**src/gtpv2_header_ie_parser_top_defines.svh**
```systemverilog
// ============================================================================
// GTPv2 header/IE parser assertion macros
// Concurrent assertion wrappers; they expand to nothing when SYNTHESIS is set.
// ============================================================================
`ifndef GTPV2_HEADER_IE_PARSER_TOP_DEFINES_SVH
`define GTPV2_HEADER_IE_PARSER_TOP_DEFINES_SVH

`ifndef SYNTHESIS
// plain property, checked on every edge outside reset
`define GTP2IE_ASSERT(name, clk, rst_n, prop, msg) \
    name: assert property (@(posedge clk) disable iff (!rst_n) (prop)) else $error(msg);
// next-cycle implication
`define GTP2IE_ASSERT_NEXT(name, clk, rst_n, ante, cons, msg) \
    name: assert property (@(posedge clk) disable iff (!rst_n) (ante) |=> (cons)) \
        else $error(msg);
`else
`define GTP2IE_ASSERT(name, clk, rst_n, prop, msg)
`define GTP2IE_ASSERT_NEXT(name, clk, rst_n, ante, cons, msg)
`endif

`endif

```
**src/gtp2ie_pkg.sv**
```systemverilog
// ============================================================================
// GTPv2 header/IE parser package
// Result record, queue sizing and the kind/status codes shared by the modules.
// ============================================================================
package gtp2ie_pkg;

    // result kinds
    localparam logic [1:0] KIND_HEADER  = 2'd0;
    localparam logic [1:0] KIND_ELEMENT = 2'd1;
    localparam logic [1:0] KIND_END     = 2'd2;

    // end-of-message status codes
    localparam logic [2:0] ST_OK        = 3'd0;
    localparam logic [2:0] ST_TRUNC     = 3'd1;
    localparam logic [2:0] ST_BAD_VER   = 3'd2;
    localparam logic [2:0] ST_SHORT_HDR = 3'd3;
    localparam logic [2:0] ST_EHDR_OVR  = 3'd4;
    localparam logic [2:0] ST_VALUE_OVR = 3'd5;

    localparam logic [2:0] GTP_VERSION  = 3'd2;
    localparam int         HDR_LEN_TEID = 12;
    localparam int         HDR_LEN_SEQ  = 8;
    localparam int         EHDR_LEN     = 4;

    // result queue: two entries per byte at most, one leaves per cycle while popped
    localparam int QDEPTH = 4;
    localparam int QAW    = $clog2(QDEPTH);
    localparam int QCW    = $clog2(QDEPTH + 1);

    localparam int TDATA_W = 136;

    typedef struct packed {
        logic [1:0]  kind;
        logic [7:0]  message_type;
        logic [31:0] tunnel_id;
        logic [23:0] sequence_res;
        logic [16:0] message_length;
        logic [7:0]  element_type;
        logic [3:0]  element_instance;
        logic [15:0] element_length;
        logic [16:0] value_offset;
        logic [5:0]  element_count;
        logic [2:0]  status;
        logic        last_of_run;
    } result_t;

    // results produced by one accepted byte
    typedef struct packed {
        logic [1:0] cnt;
        result_t    first;
        result_t    second;
    } push_t;

endpackage

```
**src/gtp2ie_core.sv**
```systemverilog
// ============================================================================
// GTPv2 header/IE parser core
// Per-byte parse step: header capture, element TLV walk and end status.
// ============================================================================
module gtp2ie_core #(
    parameter int MAX_ELEMENTS = 32
) (
    input  logic                 aclk,
    input  logic                 aresetn,
    input  logic                 in_valid,
    input  logic [7:0]           in_byte,
    input  logic                 in_final,
    output gtp2ie_pkg::push_t    push_o
);

    localparam logic [2:0] PH_HEADER = 3'd0;
    localparam logic [2:0] PH_EHDR   = 3'd1;
    localparam logic [2:0] PH_VALUE  = 3'd2;
    localparam logic [2:0] PH_SKIP   = 3'd3;
    localparam logic [2:0] PH_DRAIN  = 3'd4;

    typedef struct packed {
        logic [2:0]  ph;
        logic        ovr;
        logic [16:0] eend;
    } nxt_t;

    logic [2:0]  phase_reg,    phase_next;
    logic [16:0] pos_reg,      pos_next;
    logic        teid_reg,     teid_next;
    logic [16:0] mend_reg,     mend_next;
    logic [7:0]  mtype_reg,    mtype_next;
    logic [55:0] hlow_reg,     hlow_next;
    logic [23:0] ehb_reg,      ehb_next;
    logic [16:0] eend_reg,     eend_next;
    logic [5:0]  found_reg,    found_next;
    logic [2:0]  pend_reg,     pend_next;

    // boundary after byte p: next element header, or skip to message end
    function automatic nxt_t next_element(input logic [16:0] p, input logic [16:0] mend,
                                          input logic [5:0] fc);
        nxt_t        r;
        logic [17:0] nxt;
        nxt = {1'b0, p} + 18'd1;
        r.ph   = PH_SKIP;
        r.ovr  = 1'b0;
        r.eend = '0;
        if (nxt >= {1'b0, mend} || fc >= 6'(MAX_ELEMENTS)) begin
            r.ph = PH_SKIP;
        end else if (nxt + 18'(gtp2ie_pkg::EHDR_LEN) > {1'b0, mend}) begin
            r.ovr = 1'b1;
        end else begin
            r.ph   = PH_EHDR;
            r.eend = 17'(nxt + 18'(gtp2ie_pkg::EHDR_LEN));
        end
        return r;
    endfunction

    function automatic gtp2ie_pkg::result_t end_result(input logic [5:0] fc,
                                                       input logic [2:0] st);
        gtp2ie_pkg::result_t r;
        r = '0;
        r.kind          = gtp2ie_pkg::KIND_END;
        r.element_count = fc;
        r.status        = st;
        return r;
    endfunction

    always_comb begin
        logic [16:0]         p;
        logic [16:0]         hlast;
        logic [1:0]          idx;
        logic [17:0]         voff;
        logic [17:0]         vend;
        logic [15:0]         el;
        nxt_t                ne;
        gtp2ie_pkg::result_t res;
        logic [1:0]          n;

        phase_next = phase_reg;
        pos_next   = pos_reg;
        teid_next  = teid_reg;
        mend_next  = mend_reg;
        mtype_next = mtype_reg;
        hlow_next  = hlow_reg;
        ehb_next   = ehb_reg;
        eend_next  = eend_reg;
        found_next = found_reg;
        pend_next  = pend_reg;
        push_o     = '0;

        p     = pos_reg;
        hlast = teid_reg ? 17'(gtp2ie_pkg::HDR_LEN_TEID - 1) : 17'(gtp2ie_pkg::HDR_LEN_SEQ - 1);
        idx   = p[1:0] - eend_reg[1:0];
        voff  = {1'b0, p} + 18'd1;
        el    = ehb_reg[15:0];
        vend  = voff + {2'b00, el};
        ne    = '0;
        res   = '0;
        n     = 2'd0;

        if (in_valid && phase_reg != PH_DRAIN) begin
            case (phase_reg)
                PH_HEADER: begin
                    if (p == 17'd0) begin
                        teid_next  = in_byte[3];
                        hlow_next  = {48'd0, in_byte};
                        mtype_next = 8'd0;
                    end else if (p == 17'd1) begin
                        mtype_next = in_byte;
                    end else if (p == 17'd2) begin
                        mend_next = {1'b0, in_byte, 8'd0};
                    end else if (p == 17'd3) begin
                        mend_next = {1'b0, mend_reg[15:8], in_byte} + 17'd4;
                        if (hlow_reg[7:5] != gtp2ie_pkg::GTP_VERSION) begin
                            push_o.first = end_result(6'd0, gtp2ie_pkg::ST_BAD_VER);
                            n          = 2'd1;
                            phase_next = PH_DRAIN;
                        end else begin
                            hlow_next = '0;
                            if (mend_next < {hlast + 17'd1}) begin
                                pend_next  = gtp2ie_pkg::ST_SHORT_HDR;
                                phase_next = PH_SKIP;
                            end
                        end
                    end else begin
                        if (p <= 17'd10) begin
                            hlow_next = {hlow_reg[47:0], in_byte};
                        end
                        if (p == hlast) begin
                            res                = '0;
                            res.kind           = gtp2ie_pkg::KIND_HEADER;
                            res.message_type   = mtype_reg;
                            res.tunnel_id      = teid_reg ? hlow_next[55:24] : 32'd0;
                            res.sequence_res   = teid_reg ? hlow_next[23:0] : hlow_next[31:8];
                            res.message_length = mend_reg;
                            push_o.first = res;
                            n            = 2'd1;
                            ne = next_element(p, mend_reg, found_reg);
                            phase_next = ne.ph;
                            if (ne.ovr) pend_next = gtp2ie_pkg::ST_EHDR_OVR;
                            if (ne.ph == PH_EHDR) begin
                                eend_next = ne.eend;
                                ehb_next  = '0;
                            end
                        end
                    end
                end
                PH_EHDR: begin
                    if (idx != 2'd3) begin
                        ehb_next = {ehb_reg[15:0], in_byte};
                    end else if (vend > {1'b0, mend_reg}) begin
                        pend_next  = gtp2ie_pkg::ST_VALUE_OVR;
                        phase_next = PH_SKIP;
                    end else begin
                        found_next           = found_reg + 6'd1;
                        res                  = '0;
                        res.kind             = gtp2ie_pkg::KIND_ELEMENT;
                        res.element_type     = ehb_reg[23:16];
                        res.element_instance = in_byte[3:0];
                        res.element_length   = el;
                        res.value_offset     = voff[16:0];
                        res.element_count    = found_next;
                        push_o.first = res;
                        n            = 2'd1;
                        eend_next    = vend[16:0];
                        if (el == 16'd0) begin
                            ne = next_element(p, mend_reg, found_next);
                            phase_next = ne.ph;
                            if (ne.ovr) pend_next = gtp2ie_pkg::ST_EHDR_OVR;
                            if (ne.ph == PH_EHDR) begin
                                eend_next = ne.eend;
                                ehb_next  = '0;
                            end
                        end else if (found_next >= 6'(MAX_ELEMENTS)) begin
                            phase_next = PH_SKIP;
                        end else begin
                            phase_next = PH_VALUE;
                        end
                    end
                end
                PH_VALUE: begin
                    if (voff == {1'b0, eend_reg}) begin
                        ne = next_element(p, mend_reg, found_reg);
                        phase_next = ne.ph;
                        if (ne.ovr) pend_next = gtp2ie_pkg::ST_EHDR_OVR;
                        if (ne.ph == PH_EHDR) begin
                            eend_next = ne.eend;
                            ehb_next  = '0;
                        end
                    end
                end
                default: begin
                end
            endcase

            if (phase_next != PH_DRAIN) begin
                if (p >= 17'd3 && voff == {1'b0, mend_next}) begin
                    res        = end_result(found_next, pend_next);
                    phase_next = PH_DRAIN;
                end else if (in_final) begin
                    res = end_result(found_next, gtp2ie_pkg::ST_TRUNC);
                end else begin
                    pos_next = voff[16:0];
                end
                if (phase_next == PH_DRAIN || in_final) begin
                    if (n == 2'd0) push_o.first  = res;
                    else           push_o.second = res;
                    n = n + 2'd1;
                end
            end

            if (n == 2'd1) push_o.first.last_of_run  = 1'b1;
            if (n == 2'd2) push_o.second.last_of_run = 1'b1;
        end
        push_o.cnt = n;

        // the final byte of a buffer returns the parser to its reset state
        if (in_valid && in_final) begin
            phase_next = PH_HEADER;
            pos_next   = '0;
            teid_next  = 1'b0;
            mend_next  = '0;
            mtype_next = '0;
            hlow_next  = '0;
            ehb_next   = '0;
            eend_next  = '0;
            found_next = '0;
            pend_next  = gtp2ie_pkg::ST_OK;
        end
    end

    always_ff @(posedge aclk) begin
        if (!aresetn) begin
            phase_reg <= PH_HEADER;
            pos_reg   <= '0;
            teid_reg  <= 1'b0;
            mend_reg  <= '0;
            mtype_reg <= '0;
            hlow_reg  <= '0;
            ehb_reg   <= '0;
            eend_reg  <= '0;
            found_reg <= '0;
            pend_reg  <= gtp2ie_pkg::ST_OK;
        end else begin
            phase_reg <= phase_next;
            pos_reg   <= pos_next;
            teid_reg  <= teid_next;
            mend_reg  <= mend_next;
            mtype_reg <= mtype_next;
            hlow_reg  <= hlow_next;
            ehb_reg   <= ehb_next;
            eend_reg  <= eend_next;
            found_reg <= found_next;
            pend_reg  <= pend_next;
        end
    end

endmodule

```
**src/gtp2ie_fifo.sv**
```systemverilog
// ============================================================================
// GTPv2 header/IE parser result queue
// Small queue taking up to two results per cycle and releasing one on each pop.
// ============================================================================
`include "gtpv2_header_ie_parser_top_defines.svh"

module gtp2ie_fifo (
    input  logic                  aclk,
    input  logic                  aresetn,
    input  gtp2ie_pkg::push_t     push_i,
    output logic                  room_o,
    output logic                  valid_o,
    input  logic                  pop_i,
    output gtp2ie_pkg::result_t   data_o
);

    localparam int AW = gtp2ie_pkg::QAW;
    localparam int CW = gtp2ie_pkg::QCW;

    gtp2ie_pkg::result_t mem [gtp2ie_pkg::QDEPTH];

    logic [AW-1:0] wr_ptr_reg, wr_ptr_next;
    logic [AW-1:0] rd_ptr_reg, rd_ptr_next;
    logic [CW-1:0] count_reg,  count_next;
    logic          pop;

    assign pop     = pop_i && (count_reg != '0);
    assign valid_o = (count_reg != '0);
    assign data_o  = mem[rd_ptr_reg];
    // room for a byte that raises two results
    assign room_o  = (count_reg <= CW'(gtp2ie_pkg::QDEPTH - 2));

    always_comb begin
        wr_ptr_next = wr_ptr_reg + AW'(push_i.cnt);
        rd_ptr_next = rd_ptr_reg + AW'(pop);
        count_next  = count_reg + CW'(push_i.cnt) - CW'(pop);
    end

    always_ff @(posedge aclk) begin
        if (push_i.cnt != 2'd0) begin
            mem[wr_ptr_reg] <= push_i.first;
        end
        if (push_i.cnt == 2'd2) begin
            mem[wr_ptr_reg + AW'(1)] <= push_i.second;
        end
    end

    always_ff @(posedge aclk) begin
        if (!aresetn) begin
            wr_ptr_reg <= '0;
            rd_ptr_reg <= '0;
            count_reg  <= '0;
        end else begin
            wr_ptr_reg <= wr_ptr_next;
            rd_ptr_reg <= rd_ptr_next;
            count_reg  <= count_next;
        end
    end

    `GTP2IE_ASSERT(a_count_max, aclk, aresetn, count_reg <= CW'(gtp2ie_pkg::QDEPTH), "queue count above depth")
    `GTP2IE_ASSERT(a_no_overflow, aclk, aresetn, (CW'(push_i.cnt) + count_reg) <= (CW'(gtp2ie_pkg::QDEPTH) + CW'(pop)), "push into full queue")
    `GTP2IE_ASSERT_NEXT(a_pop_only, aclk, aresetn, pop && push_i.cnt == 2'd0, count_reg == $past(count_reg) - CW'(1), "pop did not drop count")

endmodule

```
**src/gtpv2_header_ie_parser_top.sv**
```systemverilog
// Results of an accepted byte are written to the result queue, behind any queued
// before. One byte per cycle in while s_tready is high; one result per cycle out
// while m_tready is high. A byte may raise two results (header or element plus end
// status), held in the 4-entry result queue; s_tready drops with under two free.
// Reset: aresetn, synchronous active low, clears parse state and the queue.
// ============================================================================
// GTPv2 header/IE parser top level
// Byte-stream GTPv2-C header and information element descriptor extraction.
// ============================================================================
module gtpv2_header_ie_parser_top #(
    parameter int MAX_ELEMENTS = 32
) (
    input  logic         aclk,
    input  logic         aresetn,
    input  logic         s_tvalid,
    output logic         s_tready,
    input  logic [7:0]   s_tdata,   // [7:0] data_byte
    input  logic         s_tlast,   // final_byte
    output logic         m_tvalid,
    input  logic         m_tready,
    // [7:0] message_type, [39:8] tunnel_id, [63:40] sequence_res,
    // [80:64] message_length, [88:81] element_type, [92:89] element_instance,
    // [108:93] element_length, [125:109] value_offset, [131:126] element_count,
    // [134:132] status, [135] zero
    output logic [135:0] m_tdata,
    output logic [1:0]   m_tuser,   // [1:0] kind
    output logic         m_tlast    // last_of_run
);

    gtp2ie_pkg::push_t   push;
    gtp2ie_pkg::result_t res;
    logic                room;
    logic                in_xfer;

    assign s_tready = room;
    assign in_xfer  = s_tvalid && room;

    gtp2ie_core #(
        .MAX_ELEMENTS (MAX_ELEMENTS)
    ) u_core (
        .aclk     (aclk),
        .aresetn  (aresetn),
        .in_valid (in_xfer),
        .in_byte  (s_tdata),
        .in_final (s_tlast),
        .push_o   (push)
    );

    gtp2ie_fifo u_fifo (
        .aclk    (aclk),
        .aresetn (aresetn),
        .push_i  (push),
        .room_o  (room),
        .valid_o (m_tvalid),
        .pop_i   (m_tready),
        .data_o  (res)
    );

    assign m_tdata = {1'b0, res.status, res.element_count, res.value_offset,
                      res.element_length, res.element_instance, res.element_type,
                      res.message_length, res.sequence_res, res.tunnel_id,
                      res.message_type};
    assign m_tuser = res.kind;
    assign m_tlast = res.last_of_run;

endmodule
```
**config.mk**
```make
export PLATFORM = sky130hd
export DESIGN_NAME = gtpv2_header_ie_parser_top
export DESIGN_NICKNAME = d
export VERILOG_FILES = /design/src/gtp2ie_pkg.sv /design/src/gtp2ie_core.sv /design/src/gtp2ie_fifo.sv /design/src/gtpv2_header_ie_parser_top.sv
export VERILOG_INCLUDE_DIRS = /design/src /design/src/src
export SDC_FILE = /design/constraint.sdc
export NUM_CORES = 1
export LEC_CHECK = 0
export BUFFER_PORTS_ARGS = -buffer_cell sky130_fd_sc_hd__buf_2
export CAP_MARGIN = 40
export CORE_MARGIN = 5
export CORE_UTILIZATION = 45
export CTS_CLUSTER_DIAMETER = 30
export DETAILED_ROUTE_END_ITERATION = 7
export PLACE_DENSITY_LB_ADDON = 0.3
export SLEW_MARGIN = 5
export SYNTH_ARGS = -nofsm -noshare
export SYNTH_HDL_FRONTEND = slang
export SYNTH_SLANG_ARGS = --single-unit
```
**constraint.sdc**
```tcl
create_clock -name aclk -period 22.9 [get_ports aclk]
set_input_delay 3.435 -clock aclk [delete_from_list [all_inputs] [get_ports aclk]]
set_output_delay 3.435 -clock aclk [all_outputs]
set_load 0.02 [all_outputs]
```
==> results.md <==
- Setup repair after global routing left no endpoint under its margin.
- For this run, the total global-route usage over all layers was measured as 0.2398.
- The nature of the critical path startpoint is a register.
- The part of the power in the clock network is 0.478.
- The total grt overflow is 0.
- The share of total power dissipated in combinational logic is 0.169.
- The area inside the core boundary is 78740 sq um.
- The via count of the first global-routing pass is 26167.
- In the synthesized netlist the dominant register cell turns out to be sky130_fd_sc_hd__edfxtp_1.
- Across the run, the number of max-cap violations was 0.
- In this run, CTS created clock tree buffers numbering 138.
- The clock root buffer master is sky130_fd_sc_hd__clkbuf_16.
- A synthesized cell averages 11.19 sq um.
- The worst setup path is captured at a register.
- On the final layout, the worst clock skew is 0.03810 ns.
- The floorplan step defined a die boundary enclosing 84810 sq um.
- The number of standard cells after synthesis is 3181.
- Setup total negative slack on the finished layout was measured at 0 ns.
- The number of placed instances, taps included, is 4221.
- Input and output buffers added on the ports amount to 152.
- The count of hold buffers inserted by post-cts repair is 0.
- The synthesized area is 35590 sq um.
- The clock-pin slew of the registers on the worst-case setup and hold paths is 0.05 ns.
- The number of vias after detailed routing is 26605.
- The slew at the pin closest to its max-slew limit is 1.017 ns.
- The first global-routing pass estimated 159700 microns of wire.
- Timing analysis after detailed placement gives a worst setup slack of 12.48 ns.
- Once layout is complete, the utilization of the core stands at 0.5370.
- In this run, synthesis inferred 552 flip-flops with an integrated enable.
- From bottom edge to top edge, the die measures 291.2 microns.
- The first TritonRoute pass finished after 7 iterations.
- The leakage power is 15.47 nW.
- The clock drives 711 sinks.
- The post-route non-filler standard cell count is 4476.
- The initial cell density of the core is 0.4520.
- When the netlist entered floorplanning its net count stood at 3279.
- At the worst endpoint, the arrival time is 10.99 ns.
- Yosys attributes the largest share of cell area to sky130_fd_sc_hd__edfxtp_1 47%, sky130_fd_sc_hd__dfxtp_1 8.9%, sky130_fd_sc_hd__mux4_2 8.7%.
- The design internal power is 3.007 mW.
- The required time reported for the critical path endpoint is 23.28 ns.
- Measured against its own limit, the worst slew margin works out to 0.3219.
- The chip width is 291.2 microns.
- The boundary pin count is 154.
- The post-synthesis sequential element count is 711.
- Once the clock tree was built, the resizer swapped 0 gates to a different size.
- The detail-routed via count per cell is 5.944.
- The first routing iteration left 2517 violations.
- The run finished with clean final reports.
- Setup violations remaining at the end of the flow were counted as 0.
- The post-route worst setup slack is 12.29 ns.
- The smallest hold slack is 0.4540 ns.
- The share of synthesized area in the top cell type comes to 0.4658.
- TritonCTS built the clock tree.
- The share of the Yosys chip area taken by registers is 0.5552.
- The share of the clock period used by the worst path is 0.4633.
- The flip-flop count of the largest register, all copies and words added is 552.
- Detailed placement finished with a half-perimeter wire length of 66640 microns.
- The source-to-sink clock delay at the later pin of the worst-skew pair is 0.73 ns.
- The initial antenna violation count is 1.
- The maximum ir drop on the vdd rail is 0.06603 mV.
- Of all cell types, the one taking the most synthesized area is sky130_fd_sc_hd__edfxtp_1.
- The net total in the final layout is 3409.
- The area growth from synthesis to layout is 18.82%.
- The share of async-settable or async-resettable flops after synthesis is 0.
- The critical path is of the register to register type.
- The hold violation total from the final report was 0.
- The final weighted congestion of routability-driven global placement is 0.9807.
- Of the total power, the share spent switching nets is 0.2810.
- In the layout the commonest cells are 702 x sky130_fd_sc_hd__nor2_1, 552 x sky130_fd_sc_hd__edfxtp_1, 282 x sky130_fd_sc_hd__nand2_1.
- The final-report max-slew violation count is 0.
- The shortest clock period the worst path allows after layout is 10.61 ns.
- The maximum cell stage delay along the critical path is 0.86 ns.
- After clock tree synthesis, the setup repair step added 0 buffers.
- The fmax is 94.26 MHz.
- The slowest stage cell on the critical path is sky130_fd_sc_hd__or4_1.
- The count of nets left with antenna violations after detail routing is 0.
- In this run the number of H-tree levels came out at 4.
- The number of different library cells used by synthesis comes to 93.
- The floorplan has 103 rows.
- The worst hold path belongs to the class register to register.
- Wires add up to 103500 microns.
- The maximum fanout count along the critical path is 35.
- The cell seen most often among critical-path stages is sky130_fd_sc_hd__ha_1.
- Entering global routing, the biggest net connects 138 pins.
- Power spread over the standard cell area amounts to 98.89 nW/um^2.
- The number of warning messages in the yosys log is 0.
- Dividing the detail-routed wire length by the instance count gives 23.13 microns.
- The buffer levels on the longest clock path is 3.
- The commonest non-fill, non-tap cell in the layout is sky130_fd_sc_hd__nor2_1.
- The share of total power dissipated in sequential elements is 0.352.
- The switching power is 1.175 mW.
- Of the cells placed in the final design, the portion with a size suffix greater than 1 is 0.1840.
- After detailed routing, the number of remaining DRC violations is 0.
[cells in the mapped netlist (13+ instances only)]
cell,count
sky130_fd_sc_hd__buf_2,31
sky130_fd_sc_hd__a211oi_1,21
sky130_fd_sc_hd__or2_2,13
sky130_fd_sc_hd__nand2_1,284
sky130_fd_sc_hd__nor2b_1,16
sky130_fd_sc_hd__and2_1,17
sky130_fd_sc_hd__mux2i_1,40
sky130_fd_sc_hd__a22oi_1,59
sky130_fd_sc_hd__xor2_1,16
sky130_fd_sc_hd__buf_1,28
sky130_fd_sc_hd__nor2_1,704
sky130_fd_sc_hd__o21ai_0,67
sky130_fd_sc_hd__a31oi_1,13
sky130_fd_sc_hd__mux4_2,138
sky130_fd_sc_hd__nand4_1,34
sky130_fd_sc_hd__edfxtp_1,552
sky130_fd_sc_hd__inv_1,72
sky130_fd_sc_hd__nor3_1,46
sky130_fd_sc_hd__o22ai_1,14
sky130_fd_sc_hd__a21o_1,34
sky130_fd_sc_hd__and4_1,34
sky130_fd_sc_hd__dfxtp_1,159
sky130_fd_sc_hd__xnor2_1,63
sky130_fd_sc_hd__a21oi_1,120
sky130_fd_sc_hd__nor4_1,25
sky130_fd_sc_hd__and3_1,16
sky130_fd_sc_hd__ha_1,83
sky130_fd_sc_hd__o211ai_1,16
sky130_fd_sc_hd__or3_1,18
sky130_fd_sc_hd__nand3_1,80
sky130_fd_sc_hd__clkbuf_1,165
[layer usage]
layer / GRT usage / share of wire
met5: 0 / 0
met4: 0.07238 / 0.027
met3: 0.04761 / 0.081
met2: 0.3776 / 0.47
met1: 0.3401 / 0.42
[power by group through the flow]
stage                     Combinational, mW  Clock [mW]  Sequential (mW)
after global routing                  0.757        2.09             1.48
after global placement                0.708           0             1.50
after floorplan                       0.502           0             1.48
final                                 0.707        2.00             1.47
after CTS                             0.722        2.03             1.47
after detailed placement              0.720           0             1.50
[area by class of cell]
type	instances	area [sq um]
Tap cell	1050	1314
Inverter	74	277.8
Fill cell	6730	36450
Timing Repair Buffer	218	1471
Multi-Input combinational cell	2168	14750
Antenna cell	2	5.005
Sequential cell	711	19770
Clock buffer	173	3666
Clock inverter	80	1033
[cells by family after synthesis]
| kind of cell | synth area share |
|---|---|
| xor gates and xnor gates | 0.02007 |
| buffers and inverters | 0.03347 |
| muxes | 0.1008 |
| DFF | 0.5552 |
| AOI/OAI and AO/OA | 0.08860 |
| other | 0.0001054 |
| adders and majority gates | 0.03031 |
| and+or+nand+nor | 0.1715 |
[worst max-delay path: cells and delay by family, from the launching register on]
kind / cells / cell delay (ns)
AO/OA/AOI/OAI: 11 / 2.46
XOR/XNOR: 2 / 0.76
adder cells (fa/ha/maj): 4 / 1.84
buffers and inverters: 5 / 2.02
flip-flops: 1 / 0.71
AND/OR/NAND/NOR: 8 / 2.38
[path summary, 6_finish.rpt]
kind	from	endpoint	slack, ns	depth (start not counted)
max	u_core.pos_reg[0]$_SDFFE_PP0P_	u_fifo.mem[0][51]$_DFFE_PP_	12.29	30
min	u_core.mtype_reg[5]$_SDFFE_PP0P_	u_core.mtype_reg[5]$_SDFFE_PP0P_	0.45	2
max reg2reg	u_core.pos_reg[0]$_SDFFE_PP0P_	u_fifo.mem[0][51]$_DFFE_PP_	12.29	30
min reg2reg	u_core.mtype_reg[5]$_SDFFE_PP0P_	u_core.mtype_reg[5]$_SDFFE_PP0P_	0.45	2
[metrics by stage]
step | area, sq um | power, mW
after detailed placement | 37580 | 2.217
after floorplan | 35590 | 1.985
after global routing | 42280 | 4.327
final | 42290 | 4.182
after CTS | 42280 | 4.223
after global placement | 37240 | 2.205
No activity file was read; power rests on OpenSTA's default activity.
